==> src/sv/im2col_patch_unroller_macros.svh <==
// Assertion macros shared by the unroller RTL.
`ifndef IM2COL_PATCH_UNROLLER_MACROS_SVH
`define IM2COL_PATCH_UNROLLER_MACROS_SVH
`ifndef SYNTH
`define IPU_ASSERT_IMP(label, clk, rst_n, ante, cons) \
    label: assert property (@(posedge clk) disable iff (!rst_n) (ante) |-> (cons)) \
        else $error("ipu assertion failed");
`define IPU_ASSERT_NXT(label, clk, rst_n, ante, cons) \
    label: assert property (@(posedge clk) disable iff (!rst_n) (ante) |=> (cons)) \
        else $error("ipu assertion failed");
`else
`define IPU_ASSERT_IMP(label, clk, rst_n, ante, cons)
`define IPU_ASSERT_NXT(label, clk, rst_n, ante, cons)
`endif
`endif

==> src/sv/ipu_pkg.sv <==
package ipu_pkg;

    localparam int STORE_WORDS   = 4096;
    localparam int ADDR_BITS     = $clog2(STORE_WORDS);
    localparam int LOAD_CNT_BITS = ADDR_BITS + 1;
    localparam int DATA_BITS     = 32;
    localparam int FIFO_DEPTH    = 4;
    localparam int FIFO_PTR_BITS = $clog2(FIFO_DEPTH);
    localparam int CFG_IDX_BITS  = 3;
    localparam int CFG_DATA_BITS = 7;
    localparam int DIV_STEPS     = 7;

    // register indexes
    localparam logic [CFG_IDX_BITS-1:0] REG_IN_HEIGHT   = 3'd0;
    localparam logic [CFG_IDX_BITS-1:0] REG_IN_WIDTH    = 3'd1;
    localparam logic [CFG_IDX_BITS-1:0] REG_IN_CHANNELS = 3'd2;
    localparam logic [CFG_IDX_BITS-1:0] REG_KER_HEIGHT  = 3'd3;
    localparam logic [CFG_IDX_BITS-1:0] REG_KER_WIDTH   = 3'd4;
    localparam logic [CFG_IDX_BITS-1:0] REG_STRIDE      = 3'd5;
    localparam logic [CFG_IDX_BITS-1:0] REG_PADDING     = 3'd6;

    typedef enum logic [1:0] {
        REQ_LOAD    = 2'd0,
        REQ_EMIT    = 2'd1,
        REQ_RESTART = 2'd2,
        REQ_NONE    = 2'd3
    } req_t;

    typedef struct packed {
        req_t        req;
        logic [31:0] pixel;
    } cmd_t;

    typedef struct packed {
        logic [6:0] in_height;
        logic [6:0] in_width;
        logic [4:0] in_channels;
        logic [4:0] ker_height;
        logic [4:0] ker_width;
        logic [4:0] stride;
        logic [2:0] padding;
    } cfg_t;

    typedef struct packed {
        logic        busy;
        logic        empty;
        logic [4:0]  stride_eff;
        logic [6:0]  out_h;
        logic [6:0]  out_w;
        logic [12:0] plane;
    } geom_t;

    typedef enum logic [2:0] {
        ST_IDLE,
        ST_MUL,
        ST_SUM,
        ST_PROD,
        ST_ADDR,
        ST_OUT
    } back_state_t;

endpackage

==> src/sv/ipu_fifo.sv <==
`include "im2col_patch_unroller_macros.svh"

module ipu_fifo (
    input  logic          clk,
    input  logic          rst_n,
    input  logic          push,
    input  ipu_pkg::cmd_t wr_entry,
    output logic          full,
    input  logic          pop,
    output logic          head_valid,
    output ipu_pkg::cmd_t head
);

    ipu_pkg::cmd_t                     mem_reg [ipu_pkg::FIFO_DEPTH];
    logic [ipu_pkg::FIFO_PTR_BITS-1:0] wr_ptr_reg, wr_ptr_next;
    logic [ipu_pkg::FIFO_PTR_BITS-1:0] rd_ptr_reg, rd_ptr_next;
    logic [ipu_pkg::FIFO_PTR_BITS:0]   count_reg, count_next;
    logic                              do_pop;

    assign full       = count_reg == (ipu_pkg::FIFO_PTR_BITS+1)'(ipu_pkg::FIFO_DEPTH);
    assign head_valid = count_reg != '0;
    assign head       = mem_reg[rd_ptr_reg];
    assign do_pop     = pop && head_valid;

    always_comb
    begin
        wr_ptr_next = push ? wr_ptr_reg + 1'b1 : wr_ptr_reg;
        rd_ptr_next = do_pop ? rd_ptr_reg + 1'b1 : rd_ptr_reg;
        case ({push, do_pop})
            2'b10:   count_next = count_reg + 1'b1;
            2'b01:   count_next = count_reg - 1'b1;
            default: count_next = count_reg;
        endcase
    end

    always_ff @(posedge clk or negedge rst_n)
    begin
        if (!rst_n)
        begin
            wr_ptr_reg <= '0;
            rd_ptr_reg <= '0;
            count_reg  <= '0;
        end
        else
        begin
            wr_ptr_reg <= wr_ptr_next;
            rd_ptr_reg <= rd_ptr_next;
            count_reg  <= count_next;
        end
    end

    always_ff @(posedge clk)
    begin
        if (push)
        begin
            mem_reg[wr_ptr_reg] <= wr_entry;
        end
    end

    `IPU_ASSERT_IMP(a_fifo_bound, clk, rst_n, 1'b1, count_reg <= (ipu_pkg::FIFO_PTR_BITS+1)'(ipu_pkg::FIFO_DEPTH))
    `IPU_ASSERT_IMP(a_fifo_no_overrun, clk, rst_n, full, !push)

endmodule

==> config.mk <==
export PLATFORM = sky130hd
export DESIGN_NAME = ipu_fifo
export DESIGN_NICKNAME = d
export VERILOG_FILES = /design/src/sv/ipu_pkg.sv /design/src/sv/ipu_fifo.sv
export VERILOG_INCLUDE_DIRS = /design/src /design/src/sv
export SDC_FILE = /design/constraint.sdc
export NUM_CORES = 1
export LEC_CHECK = 0
export ABC_AREA = 0
export BUFFER_PORTS_ARGS = -buffer_cell sky130_fd_sc_hd__clkbuf_2
export CORE_UTILIZATION = 25
export DETAILED_ROUTE_END_ITERATION = 10
export HOLD_SLACK_MARGIN = 0.06
export PLACE_DENSITY = 0.55
export SLEW_MARGIN = 25
export SYNTH_ARGS = -nofsm -noshare
export SYNTH_HDL_FRONTEND = slang
export SYNTH_SLANG_ARGS = --single-unit
==> constraint.sdc <==
create_clock -name clk -period 1.95 [get_ports clk]
set_input_delay 0.2925 -clock clk [delete_from_list [all_inputs] [get_ports clk]]
set_output_delay 0.2925 -clock clk [all_outputs]
set_load 0.02 [all_outputs]
==> results.md <==
- Slowest stage cell, crit path: mux4_2
- PwrDens: 1660 mW/mm^2
- Root buf cell: clkbuf_16
- Design area: 0.00704 mm^2
- Routed Antenna Nets: 0
- Total Routing Usage GR: 10.5%
- Final hold slack: 0.0922 ns
- Crit share post-route: 106%
- Die extent in x: 149 um
- Util after Layout: 33.5%
- Die area: 0.0221 mm^2
- Area delta synth->final: 31.1%
- Worst Setup Start Kind: register
- Clk_skew: 0.00577 ns
- Most common flop cell mapped by yosys: edfxtp_1
- Pin count of the biggest net entering global routing: 23
- Wire per inst: 17.3 um
- CTS Buf Count: 17
- Synthesized flop and latch total: 143
- Peak VDD IR: 0.000544 V
- Most area-consuming cells after synthesis: edfxtp_1 76%, mux4_2 12%, dfrtp_1 3.3%, mux4_1 2.9%, ha_1 1.2%
- Least-Margin Pin Slew: 0.394 ns
- Async set-reset flop share out of synthesis: 4.90%
- CP required: 1.66 ns
- Xor-xnor portion of the synthesized cell area: 0.979%
- Largest family of logic cells by synthesized area: multiplexers
- Initial antenna violation count: 0
- Number of synthesized flops with an enable pin: 136
- Max_slew headroom: 73.7%
- Total core area: 0.0210 mm^2
- First-pass DRT Iterations: 5
- Worst setup EP type: output pin
- Clock transition at path regs: 0.06 ns
- Distinct cell type count after synthesis: 20
- Setup tns final: -3.39 ns
- IO buf count: 73
- DP HPWL: 6620 um
- Global-route wire length before repair: 16200 um
- Yosys warns: 0
- Kind of critical path: register to output pin
- Min-delay worst type: input pin to register
- Pleak: 2.48 nW
- Seq/Total Area, Yosys: 79.3%
- Failing checks: negative setup slack
- Adder-Cell Fraction of Synth Area: 1.54%
- # DRC: 0
- Vias per inst: 4.10
- Syn Std Cell Area: 0.00537 mm^2
- Number of core rows: 53
- Cell taking the most area after synthesis: edfxtp_1
- Clock Path Buffers: 2
- Grt ovf: 0
- Status: finished, violations left
- Pins Over Slew Limit: 0
- Complex-gate fraction of the synthesized area: 0.256%
- Fin worst setup slack: -0.126 ns
- DR vias: 2490
- TritonCTS clock tree: built
- Mux contribution to synthesized area: 14.9%
- ANT cells: 0
- Max stage delay on crit path: 0.53 ns
- Simple-gate share of the synthesized area: 0.909%
- RSZ-0062 raised after global routing: yes
- H-tree Lvls: 4
- Clk Latency, worst-skew pair: 0.41 ns
- # clock sinks: 143
- Commonest cells post-synth: 136 x edfxtp_1, 28 x mux4_2, 7 x dfrtp_1
- Setup violators final: 33
- Most instantiated library cell after synthesis: edfxtp_1
- Top cell type's share of synthesized area: 76.1%
- Cell count after synthesis: 215
- Final nets: 363
- Syn Area/Cell: 25.0 um^2
- Die Y: 149 um
- Starting Density: 25.5%
- Max capacitance violation total: 0
- Final Wtd Congestion: 0.620
- Number of global-route vias before repair: 2793
- Fin crit period: 2.08 ns
- Drt total wl: 10500 um
- DR iter-0 viols: 163
- Top-Level Pins: 74
- Worst Path Arrival: 1.78 ns
- Syn Nets: 259
- Crit path buf inv count: 3
- Max FFs per register: 136
- Count of final hold-check violations: 0
- Max Freq: 482 MHz
- Share of cells above drive strength 1: 47.6%
- Top delay family on crit path: multiplexers
- Crit path cell chain: buf_12, buf_16, mux4_2, buf_6
- CP max FO: 7
- DP Area: 0.00612 mm^2
- Fillers: 1975
[routing by layer]
layer | track usage (%) | wire (um)
met1 | 12.2 | 4330
met2 | 17.5 | 5550
met4 | 4.95 | 175
met5 | 0 | 0
met3 | 3.65 | 472
[cell type report]
class / instances / area (um^2) / area share [%]
multi-input cells: 58 / 986 / 14.0
flip-flops and latches: 143 / 4260 / 60.5
clock buffers: 19 / 433 / 6.15
clock inverters: 13 / 186 / 2.65
repair buffers: 93 / 807 / 11.5
inverters: 6 / 22.5 / 0.320
well taps: 275 / 344 / 4.89
[where the power goes]
part / leakage [nW] / internal, mW / switching (mW)
combinational: 0.856 / 2.07 / 2.03
clock: 0.294 / 2.15 / 1.22
sequential: 1.33 / 4.04 / 0.173
[final timing paths]
check	from	to	slack [ns]	depth (start not counted)
worst min-delay path	wr_entry[26]	mem_reg[1][26]	0.09	1
worst min register to register	count_reg[0]	count_reg[0]	0.53	1
min in group asynchronous	rst_n	count_reg[0]	0.24	2
worst max register to register	count_reg[2]	count_reg[2]	0.16	7
worst max-delay path	rd_ptr_reg[0]	head[29]	-0.13	4
max in group asynchronous	rst_n	rd_ptr_reg[0]	1.52	2
[repair_timing]
action                                  CTS  global route
endpoints found under the setup margin   34            34
setup buffers                             3             1
resized for setup                        18            79
hold buffers                              1             0
endpoints found under the hold margin     7             0
gates cloned                              2             0
[cell families after synthesis]
family / Yosys count
AOI/OAI and AO/OA: 2
xor gates and xnor gates: 6
adders and majority gates: 6
muxes: 35
buffers and inverters: 14
and+or+nand+nor: 9
DFF: 143
[through the flow]
step / power [mW] / cells / setup WS, ns
5_1_grt: 12.2 / 607 / -0.211
3_5_place_dp: 7.61 / 568 / 0.167
6_report: 11.7 / 607 / -0.126
3_3_place_gp: 7.56 / 568 / 0.173
4_1_cts: 11.4 / 606 / -0.183
2_1_floorplan: 6.54 / 215 / 0.101
[cells in the final DEF, fill, tap and decap left out, types with 2 or more instances in the layout]
cell,instances
and2_2,4
buf_12,2
buf_16,3
buf_2,4
buf_4,12
buf_6,26
buf_8,2
bufinv_16,4
clkbuf_1,2
clkbuf_16,17
clkbuf_2,40
clkbuf_8,3
clkinv_1,2
clkinv_4,2
clkinvlp_4,2
dfrtp_1,5
dfrtp_2,2
edfxtp_1,136
ha_1,5
inv_1,6
inv_6,3
mux4_1,2
mux4_2,32
nand2_1,2
xnor2_1,2
xor2_1,4
Power figures use the tool's default switching activity.
