**config.mk**
```make
export PLATFORM = sky130hd
export DESIGN_NAME = ipu_geom
export DESIGN_NICKNAME = d
export VERILOG_FILES = /design/src/sv/im2col_patch_unroller_macros.svh /design/src/sv/ipu_pkg.sv /design/src/sv/ipu_geom.sv
export SDC_FILE = /design/constraint.sdc
export NUM_CORES = 1
export LEC_CHECK = 0
export BUFFER_PORTS_ARGS = -buffer_cell sky130_fd_sc_hd__clkbuf_2
export CAP_MARGIN = 20
export CORE_ASPECT_RATIO = 0.8
export CORE_MARGIN = 1
export CORE_UTILIZATION = 48
export DETAILED_ROUTE_END_ITERATION = 8
export PLACE_DENSITY = 0.69
export SYNTH_ARGS = -nofsm -noshare
export SYNTH_HDL_FRONTEND = slang
export SYNTH_SLANG_ARGS = --single-unit
```
**constraint.sdc**
```tcl
create_clock -name clk -period 4.6 [get_ports clk]
set_input_delay 0.23 -clock clk [delete_from_list [all_inputs] [get_ports clk]]
set_output_delay 0.23 -clock clk [all_outputs]
set_load 0.03 [all_outputs]
```
**src/sv/im2col_patch_unroller_macros.svh**
```systemverilog
// Assertion macros shared by the unroller RTL.
`ifndef IM2COL_PATCH_UNROLLER_MACROS_SVH
`define IM2COL_PATCH_UNROLLER_MACROS_SVH
`ifndef SYNTH
`define IPU_ASSERT_IMP(label, clk, rst_n, ante, cons) \
    label: assert property (@(posedge clk) disable iff (!rst_n) (ante) |-> (cons)) \
        else $error("ipu assertion failed");
`define IPU_ASSERT_NXT(label, clk, rst_n, ante, cons) \
    label: assert property (@(posedge clk) disable iff (!rst_n) (ante) |=> (cons)) \
        else $error("ipu assertion failed");
`else
`define IPU_ASSERT_IMP(label, clk, rst_n, ante, cons)
`define IPU_ASSERT_NXT(label, clk, rst_n, ante, cons)
`endif
`endif

```
**src/sv/ipu_pkg.sv**
```systemverilog
package ipu_pkg;

    localparam int STORE_WORDS   = 4096;
    localparam int ADDR_BITS     = $clog2(STORE_WORDS);
    localparam int LOAD_CNT_BITS = ADDR_BITS + 1;
    localparam int DATA_BITS     = 32;
    localparam int FIFO_DEPTH    = 4;
    localparam int FIFO_PTR_BITS = $clog2(FIFO_DEPTH);
    localparam int CFG_IDX_BITS  = 3;
    localparam int CFG_DATA_BITS = 7;
    localparam int DIV_STEPS     = 7;

    // register indexes
    localparam logic [CFG_IDX_BITS-1:0] REG_IN_HEIGHT   = 3'd0;
    localparam logic [CFG_IDX_BITS-1:0] REG_IN_WIDTH    = 3'd1;
    localparam logic [CFG_IDX_BITS-1:0] REG_IN_CHANNELS = 3'd2;
    localparam logic [CFG_IDX_BITS-1:0] REG_KER_HEIGHT  = 3'd3;
    localparam logic [CFG_IDX_BITS-1:0] REG_KER_WIDTH   = 3'd4;
    localparam logic [CFG_IDX_BITS-1:0] REG_STRIDE      = 3'd5;
    localparam logic [CFG_IDX_BITS-1:0] REG_PADDING     = 3'd6;

    typedef enum logic [1:0] {
        REQ_LOAD    = 2'd0,
        REQ_EMIT    = 2'd1,
        REQ_RESTART = 2'd2,
        REQ_NONE    = 2'd3
    } req_t;

    typedef struct packed {
        req_t        req;
        logic [31:0] pixel;
    } cmd_t;

    typedef struct packed {
        logic [6:0] in_height;
        logic [6:0] in_width;
        logic [4:0] in_channels;
        logic [4:0] ker_height;
        logic [4:0] ker_width;
        logic [4:0] stride;
        logic [2:0] padding;
    } cfg_t;

    typedef struct packed {
        logic        busy;
        logic        empty;
        logic [4:0]  stride_eff;
        logic [6:0]  out_h;
        logic [6:0]  out_w;
        logic [12:0] plane;
    } geom_t;

    typedef enum logic [2:0] {
        ST_IDLE,
        ST_MUL,
        ST_SUM,
        ST_PROD,
        ST_ADDR,
        ST_OUT
    } back_state_t;

endpackage

```
**src/sv/ipu_geom.sv**
```systemverilog
module ipu_geom (
    input  logic                               clk,
    input  logic                               rst_n,
    input  logic                               cfg_valid,
    output logic                               cfg_ready,
    input  logic [ipu_pkg::CFG_IDX_BITS-1:0]   cfg_index,
    input  logic [ipu_pkg::CFG_DATA_BITS-1:0]  cfg_data,
    output ipu_pkg::cfg_t                      cfg,
    output ipu_pkg::geom_t                     geom
);

    ipu_pkg::cfg_t cfg_reg;
    logic          busy_reg;
    logic          load_reg;
    logic [2:0]    step_reg;
    logic [6:0]    numh_reg, numh_next;
    logic [6:0]    numw_reg, numw_next;
    logic [4:0]    remh_reg, remh_next;
    logic [4:0]    remw_reg, remw_next;
    logic [12:0]   plane_reg;

    logic [4:0]    s_eff;
    logic [7:0]    hp, wp;
    logic [6:0]    dh, dw;
    logic [5:0]    remh_sh, remw_sh;
    logic          geh, gew;
    logic          cfg_wr;

    assign cfg_ready = 1'b1;
    assign cfg_wr    = cfg_valid && cfg_ready;

    assign s_eff = (cfg_reg.stride == 5'd0) ? 5'd1 : cfg_reg.stride;
    assign hp    = 8'(cfg_reg.in_height) + 8'({cfg_reg.padding, 1'b0});
    assign wp    = 8'(cfg_reg.in_width) + 8'({cfg_reg.padding, 1'b0});
    assign dh    = 7'(hp - 8'(cfg_reg.ker_height));
    assign dw    = 7'(wp - 8'(cfg_reg.ker_width));

    // one restoring-division step per cycle for both output extents, while the divider is busy
    always_comb
    begin
        remh_sh   = {remh_reg, numh_reg[6]};
        remw_sh   = {remw_reg, numw_reg[6]};
        geh       = remh_sh >= 6'(s_eff);
        gew       = remw_sh >= 6'(s_eff);
        remh_next = geh ? 5'(remh_sh - 6'(s_eff)) : remh_sh[4:0];
        remw_next = gew ? 5'(remw_sh - 6'(s_eff)) : remw_sh[4:0];
        numh_next = {numh_reg[5:0], geh};
        numw_next = {numw_reg[5:0], gew};
    end

    always_ff @(posedge clk or negedge rst_n)
    begin
        if (!rst_n)
        begin
            cfg_reg.in_height   <= 7'd8;
            cfg_reg.in_width    <= 7'd8;
            cfg_reg.in_channels <= 5'd1;
            cfg_reg.ker_height  <= 5'd3;
            cfg_reg.ker_width   <= 5'd3;
            cfg_reg.stride      <= 5'd1;
            cfg_reg.padding     <= 3'd0;
            busy_reg            <= 1'b1;
            load_reg            <= 1'b1;
            step_reg            <= '0;
        end
        else if (cfg_wr)
        begin
            case (cfg_index)
                ipu_pkg::REG_IN_HEIGHT:   cfg_reg.in_height   <= cfg_data;
                ipu_pkg::REG_IN_WIDTH:    cfg_reg.in_width    <= cfg_data;
                ipu_pkg::REG_IN_CHANNELS: cfg_reg.in_channels <= cfg_data[4:0];
                ipu_pkg::REG_KER_HEIGHT:  cfg_reg.ker_height  <= cfg_data[4:0];
                ipu_pkg::REG_KER_WIDTH:   cfg_reg.ker_width   <= cfg_data[4:0];
                ipu_pkg::REG_STRIDE:      cfg_reg.stride      <= cfg_data[4:0];
                ipu_pkg::REG_PADDING:     cfg_reg.padding     <= cfg_data[2:0];
                default:                  ;
            endcase
            busy_reg <= 1'b1;
            load_reg <= 1'b1;
        end
        else if (load_reg)
        begin
            load_reg <= 1'b0;
            step_reg <= '0;
        end
        else if (busy_reg)
        begin
            step_reg <= step_reg + 3'd1;
            if (step_reg == 3'(ipu_pkg::DIV_STEPS - 1))
            begin
                busy_reg <= 1'b0;
            end
        end
    end

    always_ff @(posedge clk)
    begin
        if (load_reg)
        begin
            numh_reg  <= dh;
            numw_reg  <= dw;
            remh_reg  <= '0;
            remw_reg  <= '0;
            plane_reg <= 13'(cfg_reg.in_height) * 13'(cfg_reg.in_width);
        end
        else if (busy_reg)
        begin
            numh_reg <= numh_next;
            numw_reg <= numw_next;
            remh_reg <= remh_next;
            remw_reg <= remw_next;
        end
    end

    assign cfg             = cfg_reg;
    assign geom.busy       = busy_reg;
    assign geom.empty      = cfg_reg.in_channels == 5'd0 || cfg_reg.ker_height == 5'd0 ||
                             cfg_reg.ker_width == 5'd0 ||
                             hp < 8'(cfg_reg.ker_height) || wp < 8'(cfg_reg.ker_width);
    assign geom.stride_eff = s_eff;
    assign geom.out_h      = numh_reg + 7'd1;
    assign geom.out_w      = numw_reg + 7'd1;
    assign geom.plane      = plane_reg;

endmodule

```
==> flow_metrics.py, run 1 <==
metrics = {
    "yosys": {
        "syn_inst": 593,
        "synth_area_per_cell_um2": 10.2,
        "ys_ff_latch": 79,
        "yosysUniqueCellTypes": 60,
        "syn-num-nets": 695,
        "synth_edf_count": 27,
        "async_flop_share_pct": 53.2,
        "yosysWarnings": 0,
        "synth.cell_area_mm2": 0.00605,
        "ys.flop_type": "dfrtp_1",
        "ys_seq_area_share_pct": 34.3,
    },
    "placed_design": {
        "numPortBuffers": 83,
        "place.gp.congestion": 0.872,
        "dpl.hpwl_um": 11100,
    },
    "setup_path": {
        "startpoint_type": "flop",
        "r2r_slack_ns": 0.21,
        "crit_buf_inv": 2,
        "crit_fanout": 10,
        "rr_worst_depth": 13,
        "criticalPathCategory": "flop to flop",
        "r2r_start": "cfg[26]",
        "r2r_end": "plane_reg[12]",
        "cp_cell_sequence": "nand2_1 -> fa_1 -> fa_1 -> fa_1 -> inv_1 -> fa_1 -> ha_1 -> or2_2 -> a31o_2 -> o41ai_1 -> buf_4 -> o21ai_0 -> xnor2_1",
        "arrival_ns": 4.48,
        "crit_slowest_cell": "dfstp_2",
        "slowest_delay_ns": 0.61,
        "crit_required_ns": 4.69,
        "critPathTopFamily": "adder cells",
        "cp_common_cell": "fa_1",
        "cp-end-kind": "flop",
    },
    "power_and_ir_drop": {
        "power.total_uw": 5400,
        "ir_worst_vdd_mv": 0.333,
        "power_density_mw_per_mm2": 768,
        "leakage_uw": 0.00336,
    },
    "clock_tree": {
        "post_cts_buffers": 0,
        "clk_latency_ns": 0.34,
        "cts-root-buf": "clkbuf_16",
        "clkTransAtPathRegs_ns": 0.06,
        "cts_tree": "done",
        "post_cts_resized": 0,
        "cts_hold_buffers": 0,
        "cts_max_level": 3,
        "clock_path_buffers": 2,
        "clock_sinks": 79,
        "numCtsBuffers": 9,
    },
    "timing": {
        "setup-violations-final": 0,
        "min_period_ns": 4.39,
        "timing.fmax_ghz": 0.228,
        "tns_ns": 0,
        "maxSlewHeadroom_pct": 54.1,
        "rsz0062_at_grt": "false",
        "tightest_slew_ns": 0.685,
        "period_share_pct": 95.4,
        "slew_violations": 0,
        "hold_viol_final": 0,
        "skew_ns": 0.00681,
    },
    "global_route": {
        "grt_pass1_wl_um": 23300,
        "overflow": 0,
        "antenna_found_initial": 0,
        "grt_max_degree": 43,
        "grt_pass1_vias": 4523,
        "globalRouteTotalUtil_pct": 23.2,
    },
    "detailed_routing": {
        "drt_iter0_drc": 301,
        "first_pass_iters": 7,
        "vias": 4660,
        "ant_nets": 0,
        "routedWlPerCell_um": 16.6,
        "drc": 0,
        "drt_wl_total_um": 14300,
        "viasPerCell": 5.43,
    },
    "layout": {
        "diodes": 0,
        "drive_above_1_share_pct": 24.0,
        "syn2layout_area_growth_pct": 16.3,
        "largest_reg_flops": 37,
        "final_nets": 784,
        "final_cell_mix": "clkbuf_2 (83), inv_1 (60), ha_1 (60)",
        "final_common_cell": "clkbuf_2",
        "nFillCells": 1058,
    },
    "floorplan": {
        "core-area_mm2": 0.0122,
        "io_pins": 85,
        "die_y_um": 102,
        "dieArea_mm2": 0.0131,
        "die_w_um": 127,
        "rows": 36,
        "start_util_pct": 49.5,
    },
    "run": {
        "cap_violations": 0,
    },
    "min_path": {
        "min_from": "cfg_valid",
        "hp-class": "input port to flop",
        "hold_path_depth": 1,
        "hold_end": "load_reg",
    },
    "status": {
        "status": "finished clean",
    },
}
-- worst reg2reg max path, cell delays in order, from the launching register on --
cell and delay, ns:
dfstp_2 0.61, nand2_1 0.12, fa_1 0.57, fa_1 0.44, fa_1 0.55, inv_1 0.05
fa_1 0.42, ha_1 0.34, or2_2 0.33, a31o_2 0.25, o41ai_1 0.06, buf_4 0.18
o21ai_0 0.10, xnor2_1 0.13
-- layout make-up --
class | count | area, um^2 | share of cell area (%)
flip-flops and latches | 79 | 2070 | 29.5
clock inverters | 2 | 17.5 | 0.249
inverters | 60 | 225 | 3.20
well taps | 171 | 214 | 3.04
repair buffers | 100 | 558 | 7.93
clock buffers | 14 | 297 | 4.22
multi-input cells | 432 | 3650 | 51.9
-- cell usage after synthesis, types with 2 or more instances --
cell type,n,area [um^2]
a211oi_1,12,90.1
mux2i_1,5,50.1
a21o_1,12,90.1
nand2b_1,10,62.6
mux2_2,34,383
nor3b_2,2,25.0
xor2_1,8,70.1
xnor2_1,27,236
o21a_1,6,45.0
and3_1,2,12.5
a221o_1,2,20.0
o2bb2ai_1,3,26.3
ha_1,60,751
or3_1,4,25.0
nor3b_1,3,22.5
o22ai_1,3,18.8
o31a_1,2,17.5
a21oi_1,19,95.1
and2_1,28,175
o211ai_1,2,15.0
dfxtp_1,10,200
o211a_1,2,20.0
nor2_1,28,105
a211o_1,3,26.3
dfrtp_1,32,801
nand3_1,17,85.1
or4_1,4,30.0
a31o_2,2,17.5
and4_1,2,17.5
a21boi_0,2,15.0
nor3_1,7,35.0
nand2_1,42,158
dfstp_2,10,263
o2111ai_1,2,17.5
o31ai_1,3,22.5
clkbuf_1,18,67.6
buf_4,2,15.0
nor2b_1,3,18.8
fa_1,29,581
inv_1,60,225
o21ai_0,24,120
nand4b_1,3,26.3
edfxtp_1,27,811
-- through the flow --
step / util, % / hold WS [ns] / cells / setup WS, ns / instance area (um^2)
floorplan: - / -0.0656 / 593 / 0.145 / 6050
global placement: 54.8 / 0.435 / 840 / 0.288 / 6690
CTS: 57.4 / 0.0837 / 856 / 0.201 / 7000
finish: 57.6 / 0.119 / 858 / 0.213 / 7030
global route: 57.6 / 0.129 / 858 / 0.0394 / 7030
detailed placement: 54.8 / 0.447 / 840 / 0.218 / 6690
-- layer usage --
layer	up-vias	routed length [um]	global-route usage, %
li1	2245	-	-
met1	2270	7100	33.8
met2	122	6310	35.3
met3	23	591	3.98
met4	0	259	7.51
met5	-	0	0
-- worst max path at each step --
stage | endpoint | startpoint | cells after the start | slack (ns)
2_1_floorplan | plane_reg[12] | cfg[29] | 13 | 0.14
3_3_place_gp | plane_reg[12] | cfg[26] | 13 | 0.29
3_5_place_dp | plane_reg[12] | cfg[26] | 13 | 0.22
4_1_cts | plane_reg[12] | cfg[26] | 13 | 0.20
5_1_grt | plane_reg[12] | cfg[26] | 13 | 0.04
6_report | plane_reg[12] | cfg[26] | 13 | 0.21
-- report_power, final --
part           internal, uW  switching, uW  total, uW  leakage (uW)
Combinational          1390           1950       3340       0.00235
Clock                   450            296        746      0.000154
Sequential             1070            245       1310      0.000856
-- logic make-up (layout without fill, tap and decap cells) --
group                    Yosys count  in the layout  share of synthesized area [%]
AO/OA/AOI/OAI                    105            105                           11.7
buffers and inverters             82            176                           5.34
other                              1              1                         0.0620
AND/OR/NAND/NOR                  163            163                           14.3
XOR/XNOR                          35             35                           5.07
adder cells (fa/ha/maj)           89             89                           22.0
flip-flops                        79             79                           34.3
multiplexers                      39             39                           7.16
(Power assumes the default switching activity.)
==> run 2: changes to the inputs <==
--- a/config.mk
+++ b/config.mk
@@ -9,9 +9,9 @@
 export CAP_MARGIN = 20
 export CORE_ASPECT_RATIO = 0.8
 export CORE_MARGIN = 1
-export CORE_UTILIZATION = 48
+export CORE_UTILIZATION = 59
 export DETAILED_ROUTE_END_ITERATION = 8
-export PLACE_DENSITY = 0.69
+export PLACE_DENSITY = 0.82
 export SYNTH_ARGS = -nofsm -noshare
 export SYNTH_HDL_FRONTEND = slang
 export SYNTH_SLANG_ARGS = --single-unit
==> run 2 against run 1 <==
Compared with the run above:
- total power fell by 0.24%
- largest power group unchanged
- worst hold slack improved by 0.0018 ns
- final cell count down 4.4%
- critical endpoint unchanged
==> flow_metrics.py, run 2 (synthesized netlist as in run 1, its figures left out) <==
metrics = {
    "timing": {
        "finalWorstSetupSlack_ns": 0.194,
        "period_share_pct": 95.8,
        "rsz0062_at_grt": "false",
        "min_period_ns": 4.41,
        "holdWs_ns": 0.121,
        "hold_viol_final": 0,
        "skew_ns": 0.0103,
        "maxSlewHeadroom_pct": 51.1,
        "slew_violations": 0,
        "timing.fmax_ghz": 0.227,
        "tns_ns": 0,
        "tightest_slew_ns": 0.730,
        "setup-violations-final": 0,
    },
    "floorplan": {
        "io_pins": 85,
        "die_w_um": 115,
        "dieArea_mm2": 0.0107,
        "start_util_pct": 61.6,
        "die_y_um": 92.5,
        "core-area_mm2": 0.00981,
        "rows": 32,
    },
    "detailed_routing": {
        "vias": 4800,
        "ant_nets": 0,
        "drt_iter0_drc": 394,
        "drt_wl_total_um": 14400,
        "drc": 0,
        "viasPerCell": 5.85,
        "first_pass_iters": 6,
        "routedWlPerCell_um": 17.6,
    },
    "clock_tree": {
        "clk_latency_ns": 0.35,
        "clock_sinks": 79,
        "cts_tree": "done",
        "clock_path_buffers": 2,
        "post_cts_buffers": 0,
        "numCtsBuffers": 9,
        "cts_max_level": 3,
        "cts-root-buf": "clkbuf_16",
        "clkTransAtPathRegs_ns": 0.07,
    },
    "layout": {
        "diodes": 0,
        "nFillCells": 700,
        "largest_reg_flops": 37,
        "multiInputGateArea_mm2": 0.00366,
        "final_nets": 781,
        "drive_above_1_share_pct": 24.0,
        "final_cell_count_no_fill": 820,
        "final_cell_mix": "clkbuf_2 (83), inv_1 (60), ha_1 (60)",
        "final-seq-area_mm2": 0.00207,
        "syn2layout_area_growth_pct": 14.8,
        "final_common_cell": "clkbuf_2",
    },
    "setup_path": {
        "cp_cell_sequence": "nand2_1 -> fa_1 -> fa_1 -> fa_1 -> inv_1 -> fa_1 -> ha_1 -> or2_2 -> a31o_2 -> o41ai_2 -> buf_4 -> o21ai_0 -> xnor2_1",
        "crit_required_ns": 4.70,
        "cp_common_cell": "fa_1",
        "crit_fanout": 13,
        "criticalPathCategory": "flop to flop",
        "startpoint_type": "flop",
        "slowest_delay_ns": 0.61,
        "arrival_ns": 4.51,
        "cp-end-kind": "flop",
        "crit_slowest_cell": "dfrtp_1",
    },
    "power_and_ir_drop": {
        "power_switching_uw": 2570,
        "clkPwrFrac_pct": 12.8,
        "leakage_uw": 0.00333,
        "combPwrFrac_pct": 62.8,
        "power_density_mw_per_mm2": 776,
        "switching_share_pct": 47.6,
        "p_int_uw": 2820,
        "ir_worst_vdd_mv": 0.316,
        "seqPwrFrac_pct": 24.4,
    },
    "run": {
        "cap_violations": 0,
    },
    "status": {
        "status": "finished clean",
    },
    "placed_design": {
        "dpl.cell_count": 802,
        "numPortBuffers": 83,
        "pre_cts_slack_ns": 0.231,
        "dpl.hpwl_um": 10900,
        "place.gp.congestion": 0.876,
    },
    "min_path": {
        "hp-class": "input port to flop",
    },
    "global_route": {
        "antenna_found_initial": 0,
        "globalRouteTotalUtil_pct": 29.5,
        "grt_max_degree": 43,
        "overflow": 0,
        "grt_pass1_wl_um": 24000,
        "grt_pass1_vias": 4851,
    },
}
run 2: repair_timing:
item                                    in CTS  in global routing
gates resized for setup                      0                  1
endpoints found under the setup margin       0                  1
hold buffers                                 0                  1
endpoints found under the hold margin        0                 32
run 2: path summary, 6_finish.rpt:
check | depth (start not counted) | endpoint | slack [ns] | from
worst max-delay path | 13 | plane_reg[12] | 0.19 | cfg[35]
min in group asynchronous | 2 | step_reg[0] | 0.23 | rst_n
worst min-delay path | 1 | load_reg | 0.12 | cfg_valid
worst min register to register | 2 | remw_reg[3] | 0.50 | remw_reg[3]
max in group asynchronous | 3 | load_reg | 3.89 | rst_n
worst max register to register | 13 | plane_reg[12] | 0.19 | cfg[35]
run 2: worst max-delay path, delay by kind of cell (launching register included):
kind / cells / cell delay [ns]
adders and majority gates: 5 / 2.29
DFF: 1 / 0.61
and+or+nand+nor: 2 / 0.47
AOI/OAI and AO/OA: 3 / 0.42
buffers and inverters: 2 / 0.22
xor gates and xnor gates: 1 / 0.14
run 2: final cells by class:
type | count | share of cell area (%)
Clock inverter | 6 | 0.739
Multi-Input combinational cell | 432 | 52.7
Clock buffer | 10 | 3.30
Tap cell | 136 | 2.45
Timing Repair Buffer | 97 | 7.71
Inverter | 60 | 3.24
Sequential cell | 79 | 29.9
run 2: routing by layer:
layer / routed length, um / global-route usage (%)
met2: 6700 / 48.0
met3: 996 / 6.74
met5: 0 / 0
met4: 225 / 9.52
met1: 6510 / 39.2
run 2: power by group through the flow:
stage,combinational [uW],clock (uW),sequential [uW]
final,3390,690,1310
after global routing,3780,718,1340
after CTS,3350,699,1300
after detailed placement,3310,0,1320
after global placement,3170,0,1300
after floorplan,2320,0,1490
run 2: per-stage QoR:
stage	total power, uW	area, um^2	utilization [%]
floorplan	3820	6050	-
global placement	4460	6620	67.5
detailed placement	4620	6620	67.5
CTS	5350	6900	70.4
global route	5840	6940	70.8
finish	5390	6940	70.8
